$ cat src/sv/gcb_pkg.sv
// ----------------------------------------------------------------------------
// gcb_pkg
// Shared types and constants for the greedy coin change breakdown block.
// ----------------------------------------------------------------------------
package gcb_pkg;

    localparam int MAX_DENOMS  = 7;
    localparam int AMOUNT_BITS = 16;
    localparam int DENOM_BITS  = 16;
    localparam int CNT_BITS    = 7;
    localparam int NCNT_BITS   = 3;
    localparam int IDX_BITS    = $clog2(MAX_DENOMS);
    localparam int CFG_IDX_BITS  = 4;
    localparam int CFG_DATA_BITS = 16;

    localparam logic [CNT_BITS-1:0] COUNT_CAP = CNT_BITS'(99);

    // configuration register indexes
    localparam logic [CFG_IDX_BITS-1:0] CFG_DENOM_COUNT = CFG_IDX_BITS'(0);
    localparam logic [CFG_IDX_BITS-1:0] CFG_DENOM_FIRST = CFG_IDX_BITS'(1);
    localparam logic [CFG_IDX_BITS-1:0] CFG_DENOM_LAST  = CFG_IDX_BITS'(MAX_DENOMS);

    localparam logic [NCNT_BITS-1:0] DENOM_COUNT_RESET = NCNT_BITS'(7);

    localparam logic [DENOM_BITS-1:0] DENOM_RESET [MAX_DENOMS] = '{
        16'd100, 16'd50, 16'd20, 16'd10, 16'd5, 16'd2, 16'd1
    };

    typedef enum logic [1:0] {
        ST_IDLE,
        ST_SCAN,
        ST_COUNT,
        ST_EMIT
    } t_state;

endpackage

$ cat src/sv/gcb_in_if.sv
// ----------------------------------------------------------------------------
// gcb_in_if
// Input channel: one change amount per transfer.
// ----------------------------------------------------------------------------
interface gcb_in_if;
    logic                             valid;
    logic                             ready;
    logic [gcb_pkg::AMOUNT_BITS-1:0]  amount_cents;

    modport source (output valid, output amount_cents, input ready);
    modport sink   (input valid, input amount_cents, output ready);
endinterface

$ cat src/sv/gcb_out_if.sv
// ----------------------------------------------------------------------------
// gcb_out_if
// Result channel: one denomination and its coin count per transfer.
// ----------------------------------------------------------------------------
interface gcb_out_if;
    logic                            valid;
    logic                            ready;
    logic [gcb_pkg::DENOM_BITS-1:0]  denom_value;
    logic [gcb_pkg::CNT_BITS-1:0]    coin_count;
    logic                            last_result;

    modport source (output valid, output denom_value, output coin_count,
                    output last_result, input ready);
    modport sink   (input valid, input denom_value, input coin_count,
                    input last_result, output ready);
endinterface

$ cat src/sv/gcb_cfg_if.sv
// ----------------------------------------------------------------------------
// gcb_cfg_if
// Configuration write channel: register index and write data.
// ----------------------------------------------------------------------------
interface gcb_cfg_if;
    logic                               valid;
    logic                               ready;
    logic [gcb_pkg::CFG_IDX_BITS-1:0]   index;
    logic [gcb_pkg::CFG_DATA_BITS-1:0]  data;

    modport source (output valid, output index, output data, input ready);
    modport sink   (input valid, input index, input data, output ready);
endinterface

$ cat src/sv/greedy_change_breakdown_top.sv
// ----------------------------------------------------------------------------
// greedy_change_breakdown_top
// Sequence: after an amount is accepted, for each denomination in use the block
//   scans the active registers for the largest unused one, subtracts it until
//   the remainder is smaller or the coin count hits the cap of 99, then emits it.
// Throughput: one amount at a time; input ready only while idle. The single
//   subtractor/comparator loop sets the pace. Results sit in an output reg.
// Reset: synchronous active low; registers return to 7 denominations of
//   100, 50, 20, 10, 5, 2, 1 cents and the sequencer goes idle.
// ----------------------------------------------------------------------------
module greedy_change_breakdown_top (
    input  logic        i_clk,
    input  logic        i_rst_n,
    gcb_in_if.sink      i_in,
    gcb_out_if.source   o_out,
    gcb_cfg_if.sink     i_cfg
);

    localparam int DB = gcb_pkg::DENOM_BITS;
    localparam int CB = gcb_pkg::CNT_BITS;
    localparam int IB = gcb_pkg::IDX_BITS;
    localparam int NB = gcb_pkg::NCNT_BITS;
    localparam int ND = gcb_pkg::MAX_DENOMS;

    // configuration registers
    logic [NB-1:0]  r_denom_count;
    logic [DB-1:0]  r_denom [ND];

    // sequencer and datapath
    gcb_pkg::t_state r_state, n_state;
    logic [gcb_pkg::AMOUNT_BITS-1:0] r_rem;
    logic [CB-1:0]  r_cnt;
    logic [DB-1:0]  r_d;
    logic [NB-1:0]  r_n;
    logic [NB-1:0]  r_pos;
    logic [IB-1:0]  r_idx;
    logic [DB-1:0]  r_best;
    logic [IB-1:0]  r_best_idx;
    logic           r_have;
    logic [ND-1:0]  r_used;

    // output register
    logic           r_out_valid;
    logic [DB-1:0]  r_out_denom;
    logic [CB-1:0]  r_out_count;
    logic           r_out_last;

    logic           in_xfer;
    logic           out_free;
    logic           ld_out;
    logic           scan_last;
    logic           scan_take;
    logic           count_go;
    logic           pos_last;
    logic [DB-1:0]  cand_best;
    logic [IB-1:0]  cand_idx;
    logic [NB-1:0]  active_n;
    logic [gcb_pkg::CFG_IDX_BITS-1:0] cfg_off;

    assign i_cfg.ready = 1'b1;
    assign cfg_off     = i_cfg.index - gcb_pkg::CFG_DENOM_FIRST;

    always_ff @(posedge i_clk) begin
        if (!i_rst_n) begin
            r_denom_count <= gcb_pkg::DENOM_COUNT_RESET;
            r_denom       <= gcb_pkg::DENOM_RESET;
        end else if (i_cfg.valid) begin
            if (i_cfg.index == gcb_pkg::CFG_DENOM_COUNT) begin
                r_denom_count <= i_cfg.data[NB-1:0];
            end else if (i_cfg.index >= gcb_pkg::CFG_DENOM_FIRST &&
                         i_cfg.index <= gcb_pkg::CFG_DENOM_LAST) begin
                r_denom[cfg_off[IB-1:0]] <= i_cfg.data[DB-1:0];
            end
        end
    end

    // a count of zero still means one denomination
    assign active_n = (r_denom_count == '0) ? NB'(1) : r_denom_count;

    // shared compare: strict greater keeps ties in register order
    assign scan_take = !r_used[r_idx] && (!r_have || r_denom[r_idx] > r_best);
    assign cand_best = scan_take ? r_denom[r_idx] : r_best;
    assign cand_idx  = scan_take ? r_idx : r_best_idx;
    assign scan_last = (NB'(r_idx) == r_n - NB'(1));
    assign count_go  = (r_cnt < gcb_pkg::COUNT_CAP) && (r_rem >= r_d);
    assign pos_last  = (r_pos == r_n - NB'(1));
    assign out_free  = !r_out_valid || o_out.ready;

    // next state
    always_comb begin
        n_state = r_state;
        unique case (r_state)
            gcb_pkg::ST_IDLE:  if (i_in.valid) n_state = gcb_pkg::ST_SCAN;
            gcb_pkg::ST_SCAN:  if (scan_last) n_state = gcb_pkg::ST_COUNT;
            gcb_pkg::ST_COUNT: if (!count_go) n_state = gcb_pkg::ST_EMIT;
            gcb_pkg::ST_EMIT: begin
                if (out_free) begin
                    n_state = pos_last ? gcb_pkg::ST_IDLE : gcb_pkg::ST_SCAN;
                end
            end
            default: n_state = gcb_pkg::ST_IDLE;
        endcase
    end

    // control outputs
    always_comb begin
        i_in.ready = 1'b0;
        ld_out     = 1'b0;
        unique case (r_state)
            gcb_pkg::ST_IDLE:  i_in.ready = 1'b1;
            gcb_pkg::ST_EMIT:  ld_out = out_free;
            default: ;
        endcase
    end

    assign in_xfer = i_in.valid && i_in.ready;

    always_ff @(posedge i_clk) begin
        if (!i_rst_n) begin
            r_state <= gcb_pkg::ST_IDLE;
        end else begin
            r_state <= n_state;
        end
    end

    always_ff @(posedge i_clk) begin
        if (!i_rst_n) begin
            r_rem      <= '0;
            r_cnt      <= '0;
            r_pos      <= '0;
            r_idx      <= '0;
            r_have     <= 1'b0;
            r_used     <= '0;
            r_n        <= NB'(1);
            r_d        <= '0;
            r_best     <= '0;
            r_best_idx <= '0;
        end else begin
            unique case (r_state)
                gcb_pkg::ST_IDLE: begin
                    if (in_xfer) begin
                        r_rem  <= i_in.amount_cents;
                        r_pos  <= '0;
                        r_idx  <= '0;
                        r_have <= 1'b0;
                        r_used <= '0;
                        r_n    <= active_n;
                    end
                end
                gcb_pkg::ST_SCAN: begin
                    r_best     <= cand_best;
                    r_best_idx <= cand_idx;
                    r_have     <= r_have || scan_take;
                    r_idx      <= r_idx + IB'(1);
                    if (scan_last) begin
                        r_d              <= cand_best;
                        r_used[cand_idx] <= 1'b1;
                        r_cnt            <= '0;
                    end
                end
                gcb_pkg::ST_COUNT: begin
                    if (count_go) begin
                        r_rem <= r_rem - r_d;
                        r_cnt <= r_cnt + CB'(1);
                    end
                end
                gcb_pkg::ST_EMIT: begin
                    if (out_free) begin
                        r_pos  <= r_pos + NB'(1);
                        r_idx  <= '0;
                        r_have <= 1'b0;
                    end
                end
                default: ;
            endcase
        end
    end

    // output register
    always_ff @(posedge i_clk) begin
        if (!i_rst_n) begin
            r_out_valid <= 1'b0;
        end else if (ld_out) begin
            r_out_valid <= 1'b1;
        end else if (o_out.ready) begin
            r_out_valid <= 1'b0;
        end
    end

    always_ff @(posedge i_clk) begin
        if (ld_out) begin
            r_out_denom <= r_d;
            r_out_count <= r_cnt;
            r_out_last  <= pos_last;
        end
    end

    assign o_out.valid       = r_out_valid;
    assign o_out.denom_value = r_out_denom;
    assign o_out.coin_count  = r_out_count;
    assign o_out.last_result = r_out_last;

    // checks
    a_cnt_capped: assert property (@(posedge i_clk) disable iff (!i_rst_n)
        r_cnt <= gcb_pkg::COUNT_CAP)
        else $error("coin count above cap");

    a_used_tracks_pos: assert property (@(posedge i_clk) disable iff (!i_rst_n)
        (r_state == gcb_pkg::ST_SCAN) |-> ($countones(r_used) == int'(r_pos)))
        else $error("used mask out of step with result position");

    a_accept_starts_scan: assert property (@(posedge i_clk) disable iff (!i_rst_n)
        in_xfer |=> (r_state == gcb_pkg::ST_SCAN))
        else $error("accepted amount did not start a scan");

    a_last_ends_item: assert property (@(posedge i_clk) disable iff (!i_rst_n)
        (ld_out && pos_last) |=> (r_state == gcb_pkg::ST_IDLE && o_out.valid
                                  && o_out.last_result))
        else $error("last result did not return the sequencer to idle");

endmodule

$ cat src/flat_wrapper.sv
// flat-port wrapper written by rule: the top's interface ports become plain ports
module greedy_change_breakdown_top_flat 
  (i_clk, i_rst_n, i_in_valid, i_in_amount_cents, i_in_ready, o_out_valid, o_out_denom_value, o_out_coin_count, o_out_last_result, o_out_ready, i_cfg_valid, i_cfg_index, i_cfg_data, i_cfg_ready);
  gcb_in_if i_in_i ();
  gcb_out_if o_out_i ();
  gcb_cfg_if i_cfg_i ();
  input  logic i_clk;
  input  logic i_rst_n;
  input wire logic [$bits(i_in_i.valid)-1:0] i_in_valid;
  input wire logic [$bits(i_in_i.amount_cents)-1:0] i_in_amount_cents;
  output wire logic [$bits(i_in_i.ready)-1:0] i_in_ready;
  output wire logic [$bits(o_out_i.valid)-1:0] o_out_valid;
  output wire logic [$bits(o_out_i.denom_value)-1:0] o_out_denom_value;
  output wire logic [$bits(o_out_i.coin_count)-1:0] o_out_coin_count;
  output wire logic [$bits(o_out_i.last_result)-1:0] o_out_last_result;
  input wire logic [$bits(o_out_i.ready)-1:0] o_out_ready;
  input wire logic [$bits(i_cfg_i.valid)-1:0] i_cfg_valid;
  input wire logic [$bits(i_cfg_i.index)-1:0] i_cfg_index;
  input wire logic [$bits(i_cfg_i.data)-1:0] i_cfg_data;
  output wire logic [$bits(i_cfg_i.ready)-1:0] i_cfg_ready;
  assign i_in_i.valid = i_in_valid;
  assign i_in_i.amount_cents = i_in_amount_cents;
  assign i_in_ready = i_in_i.ready;
  assign o_out_valid = o_out_i.valid;
  assign o_out_denom_value = o_out_i.denom_value;
  assign o_out_coin_count = o_out_i.coin_count;
  assign o_out_last_result = o_out_i.last_result;
  assign o_out_i.ready = o_out_ready;
  assign i_cfg_i.valid = i_cfg_valid;
  assign i_cfg_i.index = i_cfg_index;
  assign i_cfg_i.data = i_cfg_data;
  assign i_cfg_ready = i_cfg_i.ready;
  greedy_change_breakdown_top u_core (.i_clk(i_clk), .i_rst_n(i_rst_n), .i_in(i_in_i), .o_out(o_out_i), .i_cfg(i_cfg_i));
endmodule
$ cat config.mk
export PLATFORM = sky130hd
export DESIGN_NAME = greedy_change_breakdown_top_flat
export DESIGN_NICKNAME = d
export VERILOG_FILES = /design/src/sv/gcb_pkg.sv /design/src/sv/gcb_in_if.sv /design/src/sv/gcb_out_if.sv /design/src/sv/gcb_cfg_if.sv /design/src/sv/greedy_change_breakdown_top.sv /design/src/flat_wrapper.sv
export SDC_FILE = /design/constraint.sdc
export NUM_CORES = 1
export LEC_CHECK = 0
export BUFFER_PORTS_ARGS = -buffer_cell sky130_fd_sc_hd__buf_2
export CORE_MARGIN = 1
export CORE_UTILIZATION = 55
export CTS_BUF_LIST = sky130_fd_sc_hd__clkbuf_16
export CTS_CLUSTER_SIZE = 16
export DETAILED_ROUTE_END_ITERATION = 16
export PLACE_DENSITY = 0.81
export SYNTH_ARGS = -nofsm -noshare
export SYNTH_HDL_FRONTEND = slang
export SYNTH_SLANG_ARGS = --single-unit
$ cat constraint.sdc
create_clock -name i_clk -period 3.55 [get_ports i_clk]
set_clock_uncertainty 0.1 [all_clocks]
set_input_delay 0.8875 -clock i_clk [delete_from_list [all_inputs] [get_ports i_clk]]
set_output_delay 0.8875 -clock i_clk [all_outputs]
set_load 0.01 [all_outputs]
==> flow_metrics.py <==
metrics = {
    "power_and_ir_drop": {
        "power_density_nw_per_um2": 710,
        "ir_drop_mv": 0.453,
        "p_leak_nw": 4.66,
    },
    "min_path": {
        "hold_path_class": "reg2reg",
        "hp-start": "u_core.r_denom[41]",
        "min_to": "u_core.r_denom[41]",
        "whs_path_depth": 2,
    },
    "synthesis": {
        "async_flop_share_pct": 0,
        "yosys_warnings": 0,
        "syn_avg_cell_area_um2": 8.58,
        "synth_edf_count": 24,
        "syn_nets": 1315,
        "yosysUniqueCellTypes": 73,
        "ys_seq_area_share_pct": 43.4,
        "synth.cell_area_um2": 10600,
        "synth_top_area_cell": "dfxtp_1",
        "netlist_instances": 1232,
        "synth_top_area_share_pct": 36.5,
        "ys_ff_latch": 217,
        "synth.most_common_cell": "nand2_1",
        "ys_top_cells_by_count": "nand2_1, dfxtp_1, a21oi_1, nor2_1, mux2i_1",
        "ys.flop_type": "dfxtp_1",
        "synthTopCellsByArea": "dfxtp_1, nand2_1, a21oi_1, edfxtp_1, mux2i_1",
    },
    "die": {
        "fp.dieH_um": 141,
        "core-area_um2": 18800,
        "die_w_um": 141,
        "ios": 68,
        "start_util_pct": 56.3,
        "rows": 50,
        "die_area_um2": 19800,
    },
    "routing": {
        "avgViaCountPerCell": 5.77,
        "vias": 8978,
        "wl_per_cell_um": 16.6,
        "ant_nets": 0,
        "dr_wl_met2_mm": 12.6,
        "highest_layer": "met4",
        "met3_length_mm": 1.36,
        "first_pass_iters": 5,
        "met1Wirelength_mm": 11.2,
        "remaining_drc_errors": 0,
        "routed_wl_mm": 25.8,
        "drt_iter0_markers": 625,
    },
    "run": {
        "cap_violations": 0,
    },
    "setup_path": {
        "r2r_end": "u_core.r_used[6]",
        "r2r-start": "u_core.r_idx[0]",
        "start_kind": "register",
        "crit_fanout": 10,
        "end_kind": "register",
        "max_stage_delay_ns": 0.56,
        "rrSetupSlack_ns": 0.06,
        "rr_worst_depth": 12,
        "crit_type": "reg2reg",
        "cpMaxStageDelayCell": "or4_4",
        "worstPathRequired_ns": 3.85,
        "crit_chain": "buf_12 -> mux4_2 -> nor2_2 -> a21oi_2 -> ha_1 -> nand4_1 -> nor2_1 -> a22o_1 -> or4_4 -> nand3_4 -> mux2_4 -> a22o_1",
        "arrival_ns": 3.80,
        "critPathMostFrequentCell": "a22o_1",
    },
    "cts": {
        "cts_tree": "built",
        "cts-root-buf": "clkbuf_16",
        "clock_latency_ns": 0.52,
        "htree_levels": 1,
        "cts_buffers": 23,
        "clock_sinks": 217,
        "hold_buffers": 0,
        "clockBufferDepth": 3,
        "clkTransAtPathRegs_ns": 0.06,
    },
    "sta": {
        "hold_viol_final": 0,
        "post-route-period-util_pct": 98.4,
        "rsz0062_at_grt": "true",
        "fin_crit_ns": 3.49,
        "maxSlewHeadroom_pct": 45.7,
        "setup_slack_ns": 0.0553,
        "tightestPinTransition_ns": 0.813,
        "fmax_mhz": 286,
        "setup_viol": 0,
        "maxSlewViolCount": 0,
    },
    "layout": {
        "final_nets": 1388,
        "diodes": 0,
        "design_area_um2": 12100,
        "area_growth_syn_to_layout_pct": 14.9,
        "drive_above_1_share_pct": 15.5,
        "nFillCells": 1508,
        "utilization_pct": 64.7,
    },
    "place": {
        "place_area_um2": 11300,
        "place_congestion": 0.923,
        "place_hpwl_mm": 17.1,
        "io_buffers": 66,
        "post-place-ws_ns": 0.0369,
    },
    "global_route": {
        "grtUsageTotal_pct": 25.9,
        "grt_first_pass_wirelength_mm": 41.7,
        "grt_max_degree": 112,
        "grt-ovfl-total": 0,
        "antenna_found_initial": 0,
        "grt_pass1_vias": 8534,
    },
    "run_status": {
        "status": "completed",
    },
}
[layer usage]
metal	vias up	GRT usage (%)
met3	52	3.53
li1	4384	-
met5	-	0
met1	4281	32.8
met4	0	9.27
met2	261	45.2
[logic make-up after synthesis]
| group | count (synthesis) | synth area share [%] |
|---|---|---|
| fa+ha+maj | 42 | 5.04 |
| other cells | 1 | 0.0355 |
| buf+inv | 126 | 5.50 |
| simple gates | 455 | 18.6 |
| compound gates | 280 | 15.0 |
| mux | 87 | 10.3 |
| flops | 217 | 43.4 |
| xor+xnor | 24 | 2.12 |
[critical path, delay by kind of cell, from the launching register on]
family,cells,cell delay (ns)
buffers and inverters,1,0.15
AND/OR/NAND/NOR,5,1.11
AO/OA/AOI/OAI,3,0.43
flip-flops,1,0.40
adder cells (fa/ha/maj),1,0.36
multiplexers,2,0.84
[repair_timing]
item / in CTS / in global routing
endpoints found under the setup margin: 0 / 41
endpoints found under the hold margin: 0 / 0
resized for setup: 0 / 13
setup buffers: 0 / 7
[how the worst max path moves through the flow]
stage | start | endpoint | slack (ns) | cells past startpoint
global placement | u_core.r_idx[0] | u_core.r_used[6] | 0.12 | 12
finish | u_core.r_idx[0] | u_core.r_used[6] | 0.06 | 12
global route | u_core.r_idx[0] | u_core.r_d[14] | -0.10 | 13
detailed placement | u_core.r_idx[0] | u_core.r_used[2] | 0.04 | 12
CTS | u_core.r_idx[0] | u_core.r_used[6] | 0.001 | 12
floorplan | u_core.r_idx[0] | u_core.r_used[0] | 0.01 | 14
[report_power, final]
group | switching (mW) | leakage, nW | internal [mW]
Sequential | 0.189 | 1.79 | 2.75
Clock | 0.986 | 0.387 | 1.39
Combinational | 1.87 | 2.49 | 1.44
[per-stage QoR]
| step | cells | hold WS, ns | setup TNS [ns] | power (mW) |
|---|---|---|---|---|
| floorplan | 1232 | 0.325 | 0 | 5.49 |
| global placement | 1506 | 0.338 | 0 | 6.06 |
| CTS | 1548 | 0.353 | 0 | 8.52 |
| finish | 1556 | 0.353 | 0 | 8.63 |
| global route | 1556 | 0.366 | -1.66 | 9.10 |
| detailed placement | 1506 | 0.338 | 0 | 6.15 |
[flip-flops by register name, summed over array words and instances, names as in the netlist]
signal                    cells
u_core.r_denom              112
u_core.o_out.valid            1
u_core.r_rem                 16
u_core.o_out.denom_value     16
u_core.r_best_idx             3
u_core.r_cnt                  7
u_core.r_d                   16
u_core.o_out.last_result      1
u_core.r_denom_count          3
u_core.r_have                 1
u_core.r_state                2
u_core.o_out.coin_count       7
u_core.r_pos                  3
u_core.r_best                16
u_core.r_used                 7
u_core.r_n                    3
u_core.r_idx                  3
[layout make-up]
| type | count | area, µm² | share of cell area (%) |
|---|---|---|---|
| sequential | 217 | 4590 | 37.8 |
| inverter | 50 | 190 | 1.57 |
| timing repair buffer | 124 | 883 | 7.27 |
| clock inverter | 19 | 163 | 1.34 |
| tap | 234 | 293 | 2.41 |
| clock buffer | 23 | 576 | 4.74 |
| multi-input combinational | 889 | 5450 | 44.9 |
[placed cells by master, fill, tap and decap left out, types with 6 or more instances in the layout]
| cell | netlist | layout |
|---|---|---|
| nand2_1 | 259 | 259 |
| dfxtp_1 | 193 | 191 |
| a21oi_1 | 182 | 178 |
| nor2_1 | 94 | 89 |
| buf_2 | 8 | 66 |
| mux2i_1 | 66 | 64 |
| inv_1 | 50 | 54 |
| buf_4 | 3 | 49 |
| o21ai_0 | 43 | 43 |
| ha_1 | 41 | 40 |
| nand3_1 | 35 | 35 |
| clkbuf_16 | 0 | 24 |
| edfxtp_1 | 24 | 24 |
| mux4_2 | 17 | 17 |
| xnor2_1 | 13 | 13 |
| xor2_1 | 10 | 10 |
| nand2b_1 | 9 | 9 |
| nor3_1 | 8 | 8 |
| nand4_1 | 8 | 8 |
| a22o_1 | 8 | 8 |
| buf_12 | 2 | 8 |
| nor2b_1 | 7 | 7 |
| a211oi_1 | 6 | 6 |
| clkinv_2 | 0 | 6 |
Note: power is estimated with default switching activity, not from simulation.
